## src/design/ccksb_pkg.sv

```systemverilog
// ----------------------------------------------------------------------------
// ccksb_pkg
// Shared types and constants of the colour-keyed sprite blitter: register
// indexes, draw modes, the configuration record and the recolouring function.
// ----------------------------------------------------------------------------
package ccksb_pkg;

   typedef enum logic [2:0] {
      REG_POS_X         = 3'd0,
      REG_POS_Y         = 3'd1,
      REG_SPRITE_WIDTH  = 3'd2,
      REG_SPRITE_HEIGHT = 3'd3,
      REG_TARGET_WIDTH  = 3'd4,
      REG_TARGET_HEIGHT = 3'd5,
      REG_DRAW_MODE     = 3'd6,
      REG_TINT_COLOR    = 3'd7
   } reg_index_type;

   localparam logic [1:0] MODE_PLAIN  = 2'd0;
   localparam logic [1:0] MODE_FONT   = 2'd1;
   localparam logic [1:0] MODE_DAMAGE = 2'd2;

   localparam logic [31:0] FONT_WHITE = 32'h00ff_ffff;

   localparam int PAL_N = 7;
   localparam logic [31:0] PAL_FROM [PAL_N] = '{
      32'h0001_0101, 32'h0021_4942, 32'h0006_926b, 32'h006b_6e6b,
      32'h00d2_b48c, 32'h0041_4841, 32'h008b_6d41
   };
   localparam logic [31:0] PAL_TO [PAL_N] = '{
      32'h0099_0000, 32'h00dd_3333, 32'h00dd_5555, 32'h00ff_4444,
      32'h00ff_3333, 32'h00b2_2222, 32'h00dc_143c
   };

   typedef struct packed {
      logic signed [12:0] pos_x;
      logic signed [12:0] pos_y;
      logic [10:0]        sprite_width;
      logic [10:0]        sprite_height;
      logic [12:0]        target_width;
      logic [12:0]        target_height;
      logic [1:0]         draw_mode;
      logic [31:0]        tint_color;
   } cfg_type;

   function automatic logic [31:0] recolour(input logic [31:0] c,
                                            input logic [1:0]  mode,
                                            input logic [31:0] tint);
      logic [31:0] r;
      r = c;
      case (mode)
         MODE_FONT: begin
            if (c == FONT_WHITE) r = tint;
         end
         MODE_DAMAGE: begin
            // swaps are tried in turn, each on the running value
            for (int i = 0; i < PAL_N; i++) begin
               if (r == PAL_FROM[i]) r = PAL_TO[i];
            end
         end
         default: r = c;
      endcase
      return r;
   endfunction

endpackage

```

## src/design/ccksb_if.sv

```systemverilog
// ----------------------------------------------------------------------------
// ccksb_if
// Handshake channels of the blitter: source pixel words in, write words out.
// ----------------------------------------------------------------------------
interface ccksb_req_if;
   logic        valid;
   logic        ready;
   logic [31:0] pixel_color;

   modport source (output valid, output pixel_color, input ready);
   modport sink (input valid, input pixel_color, output ready);
endinterface

interface ccksb_rsp_if;
   logic        valid;
   logic        ready;
   logic [23:0] write_address;
   logic [31:0] write_color;

   modport source (output valid, output write_address, output write_color, input ready);
   modport sink (input valid, input write_address, input write_color, output ready);
endinterface

```

## src/design/clipped_color_key_sprite_blit.sv

```systemverilog
// ----------------------------------------------------------------------------
// clipped_color_key_sprite_blit
// Takes one sprite pixel word per clock in raster order, unless rsp holds
// back the flow, and gives one write word (target address, colour) for every
// pixel that lands on the target surface and is not transparent after
// recolouring. Throughput is one pixel per cycle while rsp takes each word;
// a pixel passes through the input register (counters, recolouring) and then
// the result register (clipping, row-times-stride multiply). Clipped and
// transparent pixels give no word. A result waiting on rsp does not stop req
// while the input register can still move on. Write configuration only while idle.
// ----------------------------------------------------------------------------
module clipped_color_key_sprite_blit #(
   parameter int MAX_SPRITE_DIM = 1024
) (
   input  logic        clock,
   input  logic        reset,
   ccksb_req_if.sink   req,
   ccksb_rsp_if.source rsp,
   input  logic        csr_write_enable,
   input  logic [2:0]  csr_index,
   input  logic [31:0] csr_write_data
);
   import ccksb_pkg::*;

   localparam int CNT_W = $clog2(MAX_SPRITE_DIM);
   localparam int TX_W  = ((CNT_W + 1 > 13) ? CNT_W + 1 : 13) + 1;

   cfg_type                cfg;
   logic                   s1_valid, s1_take;
   logic [31:0]            s1_color;
   logic signed [TX_W-1:0] s1_tx, s1_ty;

   ccksb_csr u_csr (
      .clock            (clock),
      .reset            (reset),
      .csr_write_enable (csr_write_enable),
      .csr_index        (csr_index),
      .csr_write_data   (csr_write_data),
      .cfg              (cfg)
   );

   ccksb_front #(.MAX_SPRITE_DIM(MAX_SPRITE_DIM)) u_front (
      .clock    (clock),
      .reset    (reset),
      .cfg      (cfg),
      .req      (req),
      .s1_take  (s1_take),
      .s1_valid (s1_valid),
      .s1_color (s1_color),
      .s1_tx    (s1_tx),
      .s1_ty    (s1_ty)
   );

   ccksb_back #(.TX_W(TX_W)) u_back (
      .clock    (clock),
      .reset    (reset),
      .cfg      (cfg),
      .s1_valid (s1_valid),
      .s1_color (s1_color),
      .s1_tx    (s1_tx),
      .s1_ty    (s1_ty),
      .s1_take  (s1_take),
      .rsp      (rsp)
   );

endmodule

```

## src/design/ccksb_csr.sv

```systemverilog
// ----------------------------------------------------------------------------
// ccksb_csr
// Configuration registers, written through a plain index/data write port.
// ----------------------------------------------------------------------------
module ccksb_csr (
   input  logic               clock,
   input  logic               reset,
   input  logic               csr_write_enable,
   input  logic [2:0]         csr_index,
   input  logic [31:0]        csr_write_data,
   output ccksb_pkg::cfg_type cfg
);
   import ccksb_pkg::*;

   cfg_type cfg_ff;
   cfg_type cfg_in;

   always_comb begin
      cfg_in = cfg_ff;
      if (csr_write_enable) begin
         unique case (reg_index_type'(csr_index))
            REG_POS_X:         cfg_in.pos_x         = $signed(csr_write_data[12:0]);
            REG_POS_Y:         cfg_in.pos_y         = $signed(csr_write_data[12:0]);
            REG_SPRITE_WIDTH:  cfg_in.sprite_width  = csr_write_data[10:0];
            REG_SPRITE_HEIGHT: cfg_in.sprite_height = csr_write_data[10:0];
            REG_TARGET_WIDTH:  cfg_in.target_width  = csr_write_data[12:0];
            REG_TARGET_HEIGHT: cfg_in.target_height = csr_write_data[12:0];
            REG_DRAW_MODE:     cfg_in.draw_mode     = csr_write_data[1:0];
            REG_TINT_COLOR:    cfg_in.tint_color    = csr_write_data;
         endcase
      end
   end

   always_ff @(posedge clock) begin
      if (reset) begin
         cfg_ff.pos_x         <= '0;
         cfg_ff.pos_y         <= '0;
         cfg_ff.sprite_width  <= 11'd1;
         cfg_ff.sprite_height <= 11'd1;
         cfg_ff.target_width  <= 13'd1;
         cfg_ff.target_height <= 13'd1;
         cfg_ff.draw_mode     <= MODE_PLAIN;
         cfg_ff.tint_color    <= '0;
      end else begin
         cfg_ff <= cfg_in;
      end
   end

   assign cfg = cfg_ff;

endmodule

```

## src/design/ccksb_front.sv

```systemverilog
// ----------------------------------------------------------------------------
// ccksb_front
// Input stage: frame column/row counters, target coordinates and
// recolouring, held in the input register.
// ----------------------------------------------------------------------------
module ccksb_front #(
   parameter int  MAX_SPRITE_DIM = 1024,
   localparam int CNT_W = $clog2(MAX_SPRITE_DIM),
   localparam int TX_W  = ((CNT_W + 1 > 13) ? CNT_W + 1 : 13) + 1
) (
   input  logic                   clock,
   input  logic                   reset,
   input  ccksb_pkg::cfg_type     cfg,
   ccksb_req_if.sink              req,
   input  logic                   s1_take,
   output logic                   s1_valid,
   output logic [31:0]            s1_color,
   output logic signed [TX_W-1:0] s1_tx,
   output logic signed [TX_W-1:0] s1_ty
);
   import ccksb_pkg::*;

   localparam int DIM_W = ($clog2(MAX_SPRITE_DIM + 1) > 11) ?
                          $clog2(MAX_SPRITE_DIM + 1) : 11;
   localparam logic [DIM_W-1:0] DIM_MAX = DIM_W'(MAX_SPRITE_DIM);

   logic [CNT_W-1:0]       col_ff, col_in, row_ff, row_in;
   logic                   s1_valid_ff, s1_valid_in;
   logic [31:0]            s1_color_ff;
   logic signed [TX_W-1:0] s1_tx_ff, s1_ty_ff;
   logic                   accept;
   logic [DIM_W-1:0]       eff_w, eff_h, col_next, row_next;
   logic [DIM_W-1:0]       w_ext, h_ext;

   assign req.ready = !s1_valid_ff || s1_take;
   assign accept    = req.valid && req.ready;

   assign w_ext = DIM_W'(cfg.sprite_width);
   assign h_ext = DIM_W'(cfg.sprite_height);

   // zero size acts as one, oversize clamps to the largest frame
   always_comb begin
      if (w_ext == '0)         eff_w = DIM_W'(1);
      else if (w_ext > DIM_MAX) eff_w = DIM_MAX;
      else                     eff_w = w_ext;
      if (h_ext == '0)         eff_h = DIM_W'(1);
      else if (h_ext > DIM_MAX) eff_h = DIM_MAX;
      else                     eff_h = h_ext;
   end

   assign col_next = DIM_W'(col_ff) + DIM_W'(1);
   assign row_next = DIM_W'(row_ff) + DIM_W'(1);

   always_comb begin
      col_in = col_ff;
      row_in = row_ff;
      if (accept) begin
         if (col_next >= eff_w) begin
            col_in = '0;
            if (row_next >= eff_h) row_in = '0;
            else                   row_in = row_next[CNT_W-1:0];
         end else begin
            col_in = col_next[CNT_W-1:0];
         end
      end
   end

   assign s1_valid_in = accept || (s1_valid_ff && !s1_take);

   always_ff @(posedge clock) begin
      if (reset) begin
         col_ff      <= '0;
         row_ff      <= '0;
         s1_valid_ff <= 1'b0;
      end else begin
         col_ff      <= col_in;
         row_ff      <= row_in;
         s1_valid_ff <= s1_valid_in;
      end
   end

   always_ff @(posedge clock) begin
      if (accept) begin
         s1_color_ff <= recolour(req.pixel_color, cfg.draw_mode, cfg.tint_color);
         s1_tx_ff    <= TX_W'(cfg.pos_x) + TX_W'($signed({1'b0, col_ff}));
         s1_ty_ff    <= TX_W'(cfg.pos_y) + TX_W'($signed({1'b0, row_ff}));
      end
   end

   assign s1_valid = s1_valid_ff;
   assign s1_color = s1_color_ff;
   assign s1_tx    = s1_tx_ff;
   assign s1_ty    = s1_ty_ff;

endmodule

```

## src/design/ccksb_back.sv

```systemverilog
// ----------------------------------------------------------------------------
// ccksb_back
// Output stage: clip against the target surface, drop transparent pixels,
// form the write address and hold the write word for the sink.
// ----------------------------------------------------------------------------
module ccksb_back #(
   parameter int TX_W = 14
) (
   input  logic                   clock,
   input  logic                   reset,
   input  ccksb_pkg::cfg_type     cfg,
   input  logic                   s1_valid,
   input  logic [31:0]            s1_color,
   input  logic signed [TX_W-1:0] s1_tx,
   input  logic signed [TX_W-1:0] s1_ty,
   output logic                   s1_take,
   ccksb_rsp_if.source            rsp
);
   import ccksb_pkg::*;

   logic        hit;
   logic [25:0] row_base;
   logic [23:0] addr_in, addr_ff;
   logic [31:0] color_ff;
   logic        rsp_valid_ff, rsp_valid_in;

   // coordinates are non-negative once the sign bit is clear
   assign hit = !s1_tx[TX_W-1] && !s1_ty[TX_W-1]
             && ($unsigned(s1_tx) < TX_W'(cfg.target_width))
             && ($unsigned(s1_ty) < TX_W'(cfg.target_height))
             && (s1_color[23:0] != 24'd0);

   assign row_base = s1_ty[12:0] * cfg.target_width;
   assign addr_in  = row_base[23:0] + 24'(s1_tx[12:0]);

   assign s1_take      = !rsp_valid_ff || rsp.ready;
   assign rsp_valid_in = s1_take ? (s1_valid && hit) : rsp_valid_ff;

   always_ff @(posedge clock) begin
      if (reset) begin
         rsp_valid_ff <= 1'b0;
      end else begin
         rsp_valid_ff <= rsp_valid_in;
      end
   end

   always_ff @(posedge clock) begin
      if (s1_take && s1_valid && hit) begin
         addr_ff  <= addr_in;
         color_ff <= s1_color;
      end
   end

   assign rsp.valid         = rsp_valid_ff;
   assign rsp.write_address = addr_ff;
   assign rsp.write_color   = color_ff;

endmodule
```

## src/flat_wrapper.sv

```systemverilog
// flat-port wrapper written by rule: the top's interface ports become plain ports
module clipped_color_key_sprite_blit_flat import ccksb_pkg::*;
#(
   parameter int MAX_SPRITE_DIM = 1024
)
  (clock, reset, csr_write_enable, csr_index, csr_write_data, req_valid, req_pixel_color, req_ready, rsp_valid, rsp_write_address, rsp_write_color, rsp_ready);
  ccksb_req_if req_i ();
  ccksb_rsp_if rsp_i ();
  input  logic clock;
  input  logic reset;
  input  logic csr_write_enable;
  input  logic [2:0] csr_index;
  input  logic [31:0] csr_write_data;
  input wire logic [$bits(req_i.valid)-1:0] req_valid;
  input wire logic [$bits(req_i.pixel_color)-1:0] req_pixel_color;
  output wire logic [$bits(req_i.ready)-1:0] req_ready;
  output wire logic [$bits(rsp_i.valid)-1:0] rsp_valid;
  output wire logic [$bits(rsp_i.write_address)-1:0] rsp_write_address;
  output wire logic [$bits(rsp_i.write_color)-1:0] rsp_write_color;
  input wire logic [$bits(rsp_i.ready)-1:0] rsp_ready;
  assign req_i.valid = req_valid;
  assign req_i.pixel_color = req_pixel_color;
  assign req_ready = req_i.ready;
  assign rsp_valid = rsp_i.valid;
  assign rsp_write_address = rsp_i.write_address;
  assign rsp_write_color = rsp_i.write_color;
  assign rsp_i.ready = rsp_ready;
  clipped_color_key_sprite_blit #(.MAX_SPRITE_DIM(MAX_SPRITE_DIM)) u_core (.clock(clock), .reset(reset), .req(req_i), .rsp(rsp_i), .csr_write_enable(csr_write_enable), .csr_index(csr_index), .csr_write_data(csr_write_data));
endmodule
```

## config.mk

```make
export PLATFORM = sky130hd
export DESIGN_NAME = clipped_color_key_sprite_blit_flat
export DESIGN_NICKNAME = d
export VERILOG_FILES = /design/src/design/ccksb_pkg.sv /design/src/design/ccksb_if.sv /design/src/design/clipped_color_key_sprite_blit.sv /design/src/design/ccksb_csr.sv /design/src/design/ccksb_front.sv /design/src/design/ccksb_back.sv /design/src/flat_wrapper.sv
export SDC_FILE = /design/constraint.sdc
export NUM_CORES = 1
export LEC_CHECK = 0
export BUFFER_PORTS_ARGS = -buffer_cell sky130_fd_sc_hd__buf_2
export CAP_MARGIN = 40
export CORE_ASPECT_RATIO = 1.1
export CORE_MARGIN = 4
export CORE_UTILIZATION = 50
export CTS_BUF_LIST = sky130_fd_sc_hd__clkbuf_8
export CTS_CLUSTER_SIZE = 12
export DETAILED_ROUTE_END_ITERATION = 12
export PLACE_DENSITY = 0.68
export SYNTH_ARGS = -nofsm -noshare
export SYNTH_HDL_FRONTEND = slang
export SYNTH_HIERARCHICAL = 1
export SYNTH_SLANG_ARGS = --single-unit
```

## constraint.sdc

```tcl
create_clock -name clock -period 15 [get_ports clock]
set_input_delay 1.5 -clock clock [delete_from_list [all_inputs] [get_ports clock]]
set_output_delay 1.5 -clock clock [all_outputs]
set_load 0.05 [all_outputs]
```

After elaboration in Yosys (flattened, before gate mapping)
Cells that the tools add are included.
W data, S select, Z words.
{"block": "totals", "register_bits": 246, "in_bits": 72, "output_inout_bits": 58}
{"block": "classes", "n_addsub": 5, "mul": 1, "n_lt_le_gt_ge": 6, "n_eq_ne": 17, "n_mux": 27, "reduce_logical": 30}
{"op": "$mux W32", "n": 20}
{"op": "$eq A32 B24 Y1 const B", "n": 3}
{"op": "$eq A32 B23 Y1 const B", "n": 2}
{"op": "$pmux W32 S2", "n": 1}
{"op": "$mux W11", "n": 4}
{"op": "$eq A32 B17 Y1 const B", "n": 1}
{"op": "$eq A32 B19 Y1 const B", "n": 1}
{"op": "$eq A32 B22 Y1 const B", "n": 1}
{"op": "$add A13 B11 Y14", "n": 2}
{"op": "$lt A14 B13 Y1", "n": 2}
{"op": "$add A24 B13 Y24", "n": 1}
{"op": "$mul A13 B13 Y24", "n": 1}
{"op": "$reduce_bool A24 Y1", "n": 1}
{"op": "$add A10 B1 Y11 const B", "n": 2}
{"op": "$ge A11 B11 Y1", "n": 2}
{"op": "$gt A11 B11 Y1 const B", "n": 2}
{"op": "$logic_not A11 Y1", "n": 2}
{"op": "$mux W10", "n": 2}
{"op": "$reduce_and A2 Y1", "n": 9}
{"op": "$eq A3 B3 Y1 const B", "n": 4}
{"op": "$logic_and A1 B1 Y1", "n": 9}
{"op": "$eq A3 B2 Y1 const B", "n": 2}
{"op": "$logic_not A1 Y1", "n": 5}
{"op": "$eq A3 B1 Y1 const B", "n": 1}
{"op": "4 further kinds", "n": 6}

Logic depth before layout (Yosys ltp)
{"block": "depth", "depth_word": 28, "ltp_mapped": 21, "ltp_nobuf": 20}

Hierarchy
Netlist, hierarchy kept.
{"module": "ccksb_back", "n_inst": 1, "cells_each": 823, "area_each_um2": 8343.0}
{"module": "ccksb_front", "n_inst": 1, "cells_each": 718, "area_each_um2": 6234.7}
{"module": "ccksb_csr", "n_inst": 1, "cells_each": 401, "area_each_um2": 4391.7}

Least setup slack after synthesis
Ideal clock, no wire load.
{"block": "synth_path", "path_kind": "reg2reg", "start": "reg u_core.u_front.s1_ty_ff[6], in the netlist u_core/u_front/s1_ty[6]", "end": "reg u_core.u_back.addr_ff[23], in the netlist u_core/u_back/rsp.write_address[23], data pin", "arrival_time_ns": 5.382, "setup_slack_ns": 9.358, "stages_incl_launch_ff": 22, "path_buffers": 1, "cell_sequence": "edfxtp_1 > clkbuf_1 > and2_1 > fa_1 > inv_1 > fa_1 > inv_1 > fa_1 > inv_1 > fa_1 > inv_1 > fa_1 > inv_1 > fa_1 > inv_1 > ha_1 > and4_1 > a211oi_4 > a2bb2oi_1 > o21a_1 > a311o_1 > xnor2_1"}
{"block": "synth_via", "elab_chain_len": 2}
{"element": "start: declaration", "line": "ccksb_front.sv:30", "rtl": "logic signed [TX_W-1:0] s1_tx_ff, s1_ty_ff;"}
{"element": "start signal: assignment", "line": "ccksb_front.sv:86", "rtl": "s1_ty_ff <= TX_W'(cfg.pos_y) + TX_W'($signed({1'b0, row_ff}));"}
{"element": "$mul A13 B13 Y24", "line": "ccksb_back.sv:33", "rtl": "assign row_base = s1_ty[12:0] * cfg.target_width;"}
{"element": "$add A24 B13 Y24", "line": "ccksb_back.sv:34", "rtl": "assign addr_in = row_base[23:0] + 24'(s1_tx[12:0]);"}
{"element": "net u_core.u_back.addr_in[23]", "line": "ccksb_back.sv:23", "rtl": "logic [23:0] addr_in, addr_ff;"}
{"element": "end signal: assignment", "line": "ccksb_back.sv:49", "rtl": "addr_ff <= addr_in;"}
{"element": "end: declaration", "line": "ccksb_back.sv:23"}
The timed path passes the listed nets, and every way through them passes these cells.
A chain may end at the register's enable or synchronous reset.

Worst setup path after layout
{"block": "layout_path", "start": "reg u_core.u_front.s1_ty_ff[5], in the netlist u_core/u_front/s1_ty[5]", "end": "reg u_core.u_back.addr_ff[23], in the netlist u_core/u_back/rsp.write_address[23], data pin"}
The elaborated chain is that of the path after synthesis.

==> summary.md <==
| Metric | Value |
|---|---|
| Status | complete, no violations |
| Clock transition at the registers of the reported paths | 0.06 ns |
| Critical Path RT | 15.35 ns |
| Clk sinks | 246 |
| Data arrival time of the worst path | 6.45 ns |
| Mapped Cells | 1,942 |
| Commonest non-fill, non-tap cell in the layout | inv_1 |
| Total Neg Setup Slack | 0 ns |
| Die extent in x | 194 um |
| Synth Area in Simple Gates | 19.9% |
| Total gr overflow | 0 |
| Max Slew Vio Count | 0 |
| Xor/xnor share of the synthesized area | 2.72% |
| Final instance area | 20,900 um^2 |
| Ys async rst share | 0% |
| Worst skew pair latency | 0.61 ns |
| Postcts setup bufs | 0 |
| I/O Buffers | 129 |
| Row count | 74 |
| Tot GR Track Use | 23.7% |
| Post-Synth Adder-Cell Area | 23.7% |
| Final Skew | 0.0259 ns |
| Root buf cell | clkbuf_8 |
| Worst hold path type | flip-flop to flip-flop |
| Most frequent cells in the layout | 218 x inv_1, 155 x nand2_1, 149 x nand2b_1, 149 x ha_1, 131 x fa_1 |
| Vias per cell | 5.61 |
| Area grow syn2layout | 9.94% |
| DR DRC count | 0 |
| Bufs on Longest Clock Path | 3 |
| Peak fanout along the critical path | 14 |
| CP Buf/Inv Count | 6 |
| # H-tree levels | 2 |
| CP peak stage delay | 0.59 ns |
| Synth Register Bits | 246 |
| Post-DP HPWL | 36.8 mm |
| Share of layout cells above drive strength 1 | 11.6% |
| P per Cell Area | 77.1 nW/um^2 |
| Least-Margin Pin Slew | 0.897 ns |
| Syn nets | 2,294 |
| CP top delay family | adder cells |
| Initial Util | 50.8% |
| Slowest CP cell | edfxtp_1 |
| Fraction of the mapped netlist area in compound gates | 10.0% |
| CP cell instances | and2_1 > fa_1 > inv_1 > fa_1 > inv_1 > fa_1 > inv_1 > fa_1 > inv_1 > fa_1 > inv_1 > fa_1 > inv_1 > ha_1 > and4_1 > a211oi_4 > a2bb2oi_1 > o21a_1 > a311o_1 > xnor2_1 |
| Final Hold Viols | 0 |
| Area after detailed placement | 20,000 um^2 |
| WL/cell | 19.1 um |
| Synth cell types | 91 |
| Final hold slack | 0.420 ns |
| Max-cap violations | 0 |
| # resized after CTS | 0 |
| Layout Nets | 2,396 |
| WS Path Type | flip-flop to flip-flop |
| Mux cell area share after synthesis | 5.70% |
| Syn avg cell area | 9.77 um^2 |
| Die area | 41,100 um^2 |
| Minimum clock period | 6.10 ns |
| Top FF cell, synth | dfxtp_1 |
| Ports | 130 |
| Max Fclk | 0.164 GHz |
| CTS tree | done |
| First drt pass iteration count | 5 |
| Vias in the first global route | 14,900 |
| Global-route wire length before repair | 78.6 mm |
| Final Non-Filler Cells | 2,571 |
| Placeable Area | 37,300 um^2 |
| Initial antenna violation count | 0 |
| Relative slew slack | 40.2% |
| Synth Warn # | 6 |
| First-iteration detailed-routing DRC count | 1,048 |
| CP startpoint kind | flip-flop |
| Dpl cells | 2,491 |
| Main combinational cell family by area after synthesis | adder cells |
| Cell area after synthesis | 19,000 um^2 |
| Post-route ant nets | 0 |
| Worst R2R Setup Slack | 8.90 ns |
| GPL Wtd Cong | 0.974 |
| Worst Setup End Kind | flip-flop |
| Total number of vias | 14,400 |
| Post-synthesis sequential area ratio | 32.1% |
| Number of synthesized flops with an enable pin | 116 |
| P_leak | 9.41 nW |
| Total Wirelength | 49.1 mm |
| Unrepaired setup endpoints after global routing | no |
| Die height | 212 um |
| Inserted Diodes | 0 |
| Worst vdd ir | 69.3 uV |
| Final setup violation count | 0 |
| CTS Buf Count | 44 |
| Fin crit share | 40.7% |
| Largest net degree at the start of global routing | 95 |
| CTS Hold Bufs | 0 |
[worst reg2reg max path, cell delays in order, from the launching register on]
cell	delay, ns
edfxtp_1	0.59
and2_1	0.28
fa_1	0.53
inv_1	0.05
fa_1	0.53
inv_1	0.05
fa_1	0.49
inv_1	0.05
fa_1	0.47
inv_1	0.05
fa_1	0.52
inv_1	0.05
fa_1	0.49
inv_1	0.04
ha_1	0.36
and4_1	0.27
a211oi_4	0.30
a2bb2oi_1	0.22
o21a_1	0.21
a311o_1	0.21
xnor2_1	0.06
[Yosys cell counts (4+ instances only)]
| master | instances | area (um^2) |
|---|---|---|
| xor2_1 | 19 | 166 |
| mux2i_1 | 108 | 1080 |
| buf_2 | 15 | 75.1 |
| nand4b_1 | 13 | 114 |
| or2_2 | 6 | 37.5 |
| o211ai_1 | 6 | 45.0 |
| nor3b_1 | 4 | 30.0 |
| a21oi_1 | 74 | 370 |
| o311ai_0 | 4 | 35.0 |
| ha_1 | 149 | 1860 |
| or3_1 | 6 | 37.5 |
| a211o_1 | 4 | 35.0 |
| clkbuf_1 | 64 | 240 |
| nand4_1 | 16 | 100 |
| inv_1 | 204 | 766 |
| xnor2_1 | 40 | 350 |
| fa_1 | 131 | 2620 |
| nor2_1 | 86 | 323 |
| and4_1 | 6 | 52.6 |
| o31ai_1 | 7 | 52.6 |
| nand2_1 | 155 | 582 |
| and2_1 | 95 | 594 |
| o21ai_0 | 67 | 335 |
| o31a_1 | 4 | 35.0 |
| a21o_1 | 21 | 158 |
| edfxtp_1 | 116 | 3480 |
| nand3_1 | 32 | 160 |
| nand3b_1 | 8 | 60.1 |
| nand4bb_1 | 4 | 45.0 |
| dfxtp_1 | 130 | 2600 |
| nor4b_1 | 4 | 35.0 |
| o21a_1 | 28 | 210 |
| a2bb2oi_1 | 4 | 35.0 |
| nand2b_1 | 149 | 932 |
| nor2b_1 | 6 | 37.5 |
| nor4_1 | 22 | 138 |
| a31oi_1 | 9 | 56.3 |
| a211oi_1 | 7 | 52.6 |
| and3_1 | 10 | 62.6 |
| nor3_1 | 29 | 145 |
| or4_1 | 5 | 37.5 |
[flip-flops by register name, summed over array words and instances (netlist names)]
register                         cells
u_core/u_front/s1_valid              1
u_core/u_front/s1_tx                14
u_core/u_front/s1_color             32
u_core/u_front/row_ff               10
u_core/u_back/rsp.write_address     24
u_core/u_back/rsp.write_color       32
u_core/u_csr/cfg                   108
u_core/u_back/rsp.valid              1
u_core/u_front/col_ff               10
u_core/u_front/s1_ty                14
[per-stage QoR]
stage | util (%) | power [mW] | setup WS, ns
3_5_place_dp | 53.5 | 0.993 | 8.93
4_1_cts | 55.9 | 1.62 | 8.90
6_report | 55.9 | 1.61 | 8.90
3_3_place_gp | 53.4 | 0.986 | 9.01
5_1_grt | 55.9 | 1.68 | 8.70
2_1_floorplan | - | 0.919 | 9.36
[cell families after synthesis]
family	after synthesis
AO/OA/AOI/OAI	281
AND/OR/NAND/NOR	678
adder cells (fa/ha/maj)	280
buffers and inverters	290
flip-flops	246
multiplexers	108
XOR/XNOR	59
[path summary, 6_finish.rpt]
path                                             startpoint                                   to  cells after the start
worst max-delay path                u_core/u_front/s1_ty[5]  u_core/u_back/rsp.write_address[23]                     20
worst min-delay path            u_core/u_front/s1_color[31]    u_core/u_back/rsp.write_color[31]                      0
worst max register to register      u_core/u_front/s1_ty[5]  u_core/u_back/rsp.write_address[23]                     20
worst min register to register  u_core/u_front/s1_color[31]    u_core/u_back/rsp.write_color[31]                      0
[area by class of cell]
| type | count | area, um^2 |
|---|---|---|
| fillers | 3284 | 16500 |
| clock buffers | 50 | 688 |
| multi-input cells | 1406 | 11800 |
| well taps | 494 | 618 |
| repair buffers | 139 | 736 |
| clock inverters | 29 | 184 |
| inverters | 207 | 777 |
| flip-flops and latches | 246 | 6090 |
[metal layers]
metal | track usage [%] | wire, um
met2 | 39.8 | 23300
met4 | 9.01 | 1540
met5 | 0 | 0
met3 | 3.39 | 2460
met1 | 31.3 | 21700
[report_power, final]
part           switching, mW  internal (mW)  total [mW]  leakage, nW
Clock                  0.286          0.340       0.626        0.504
Combinational          0.141         0.0888       0.230         6.75
Sequential            0.0225          0.728       0.750         2.15
Total                  0.450           1.16        1.61         9.41
Note: power is estimated with default switching activity, not from simulation.
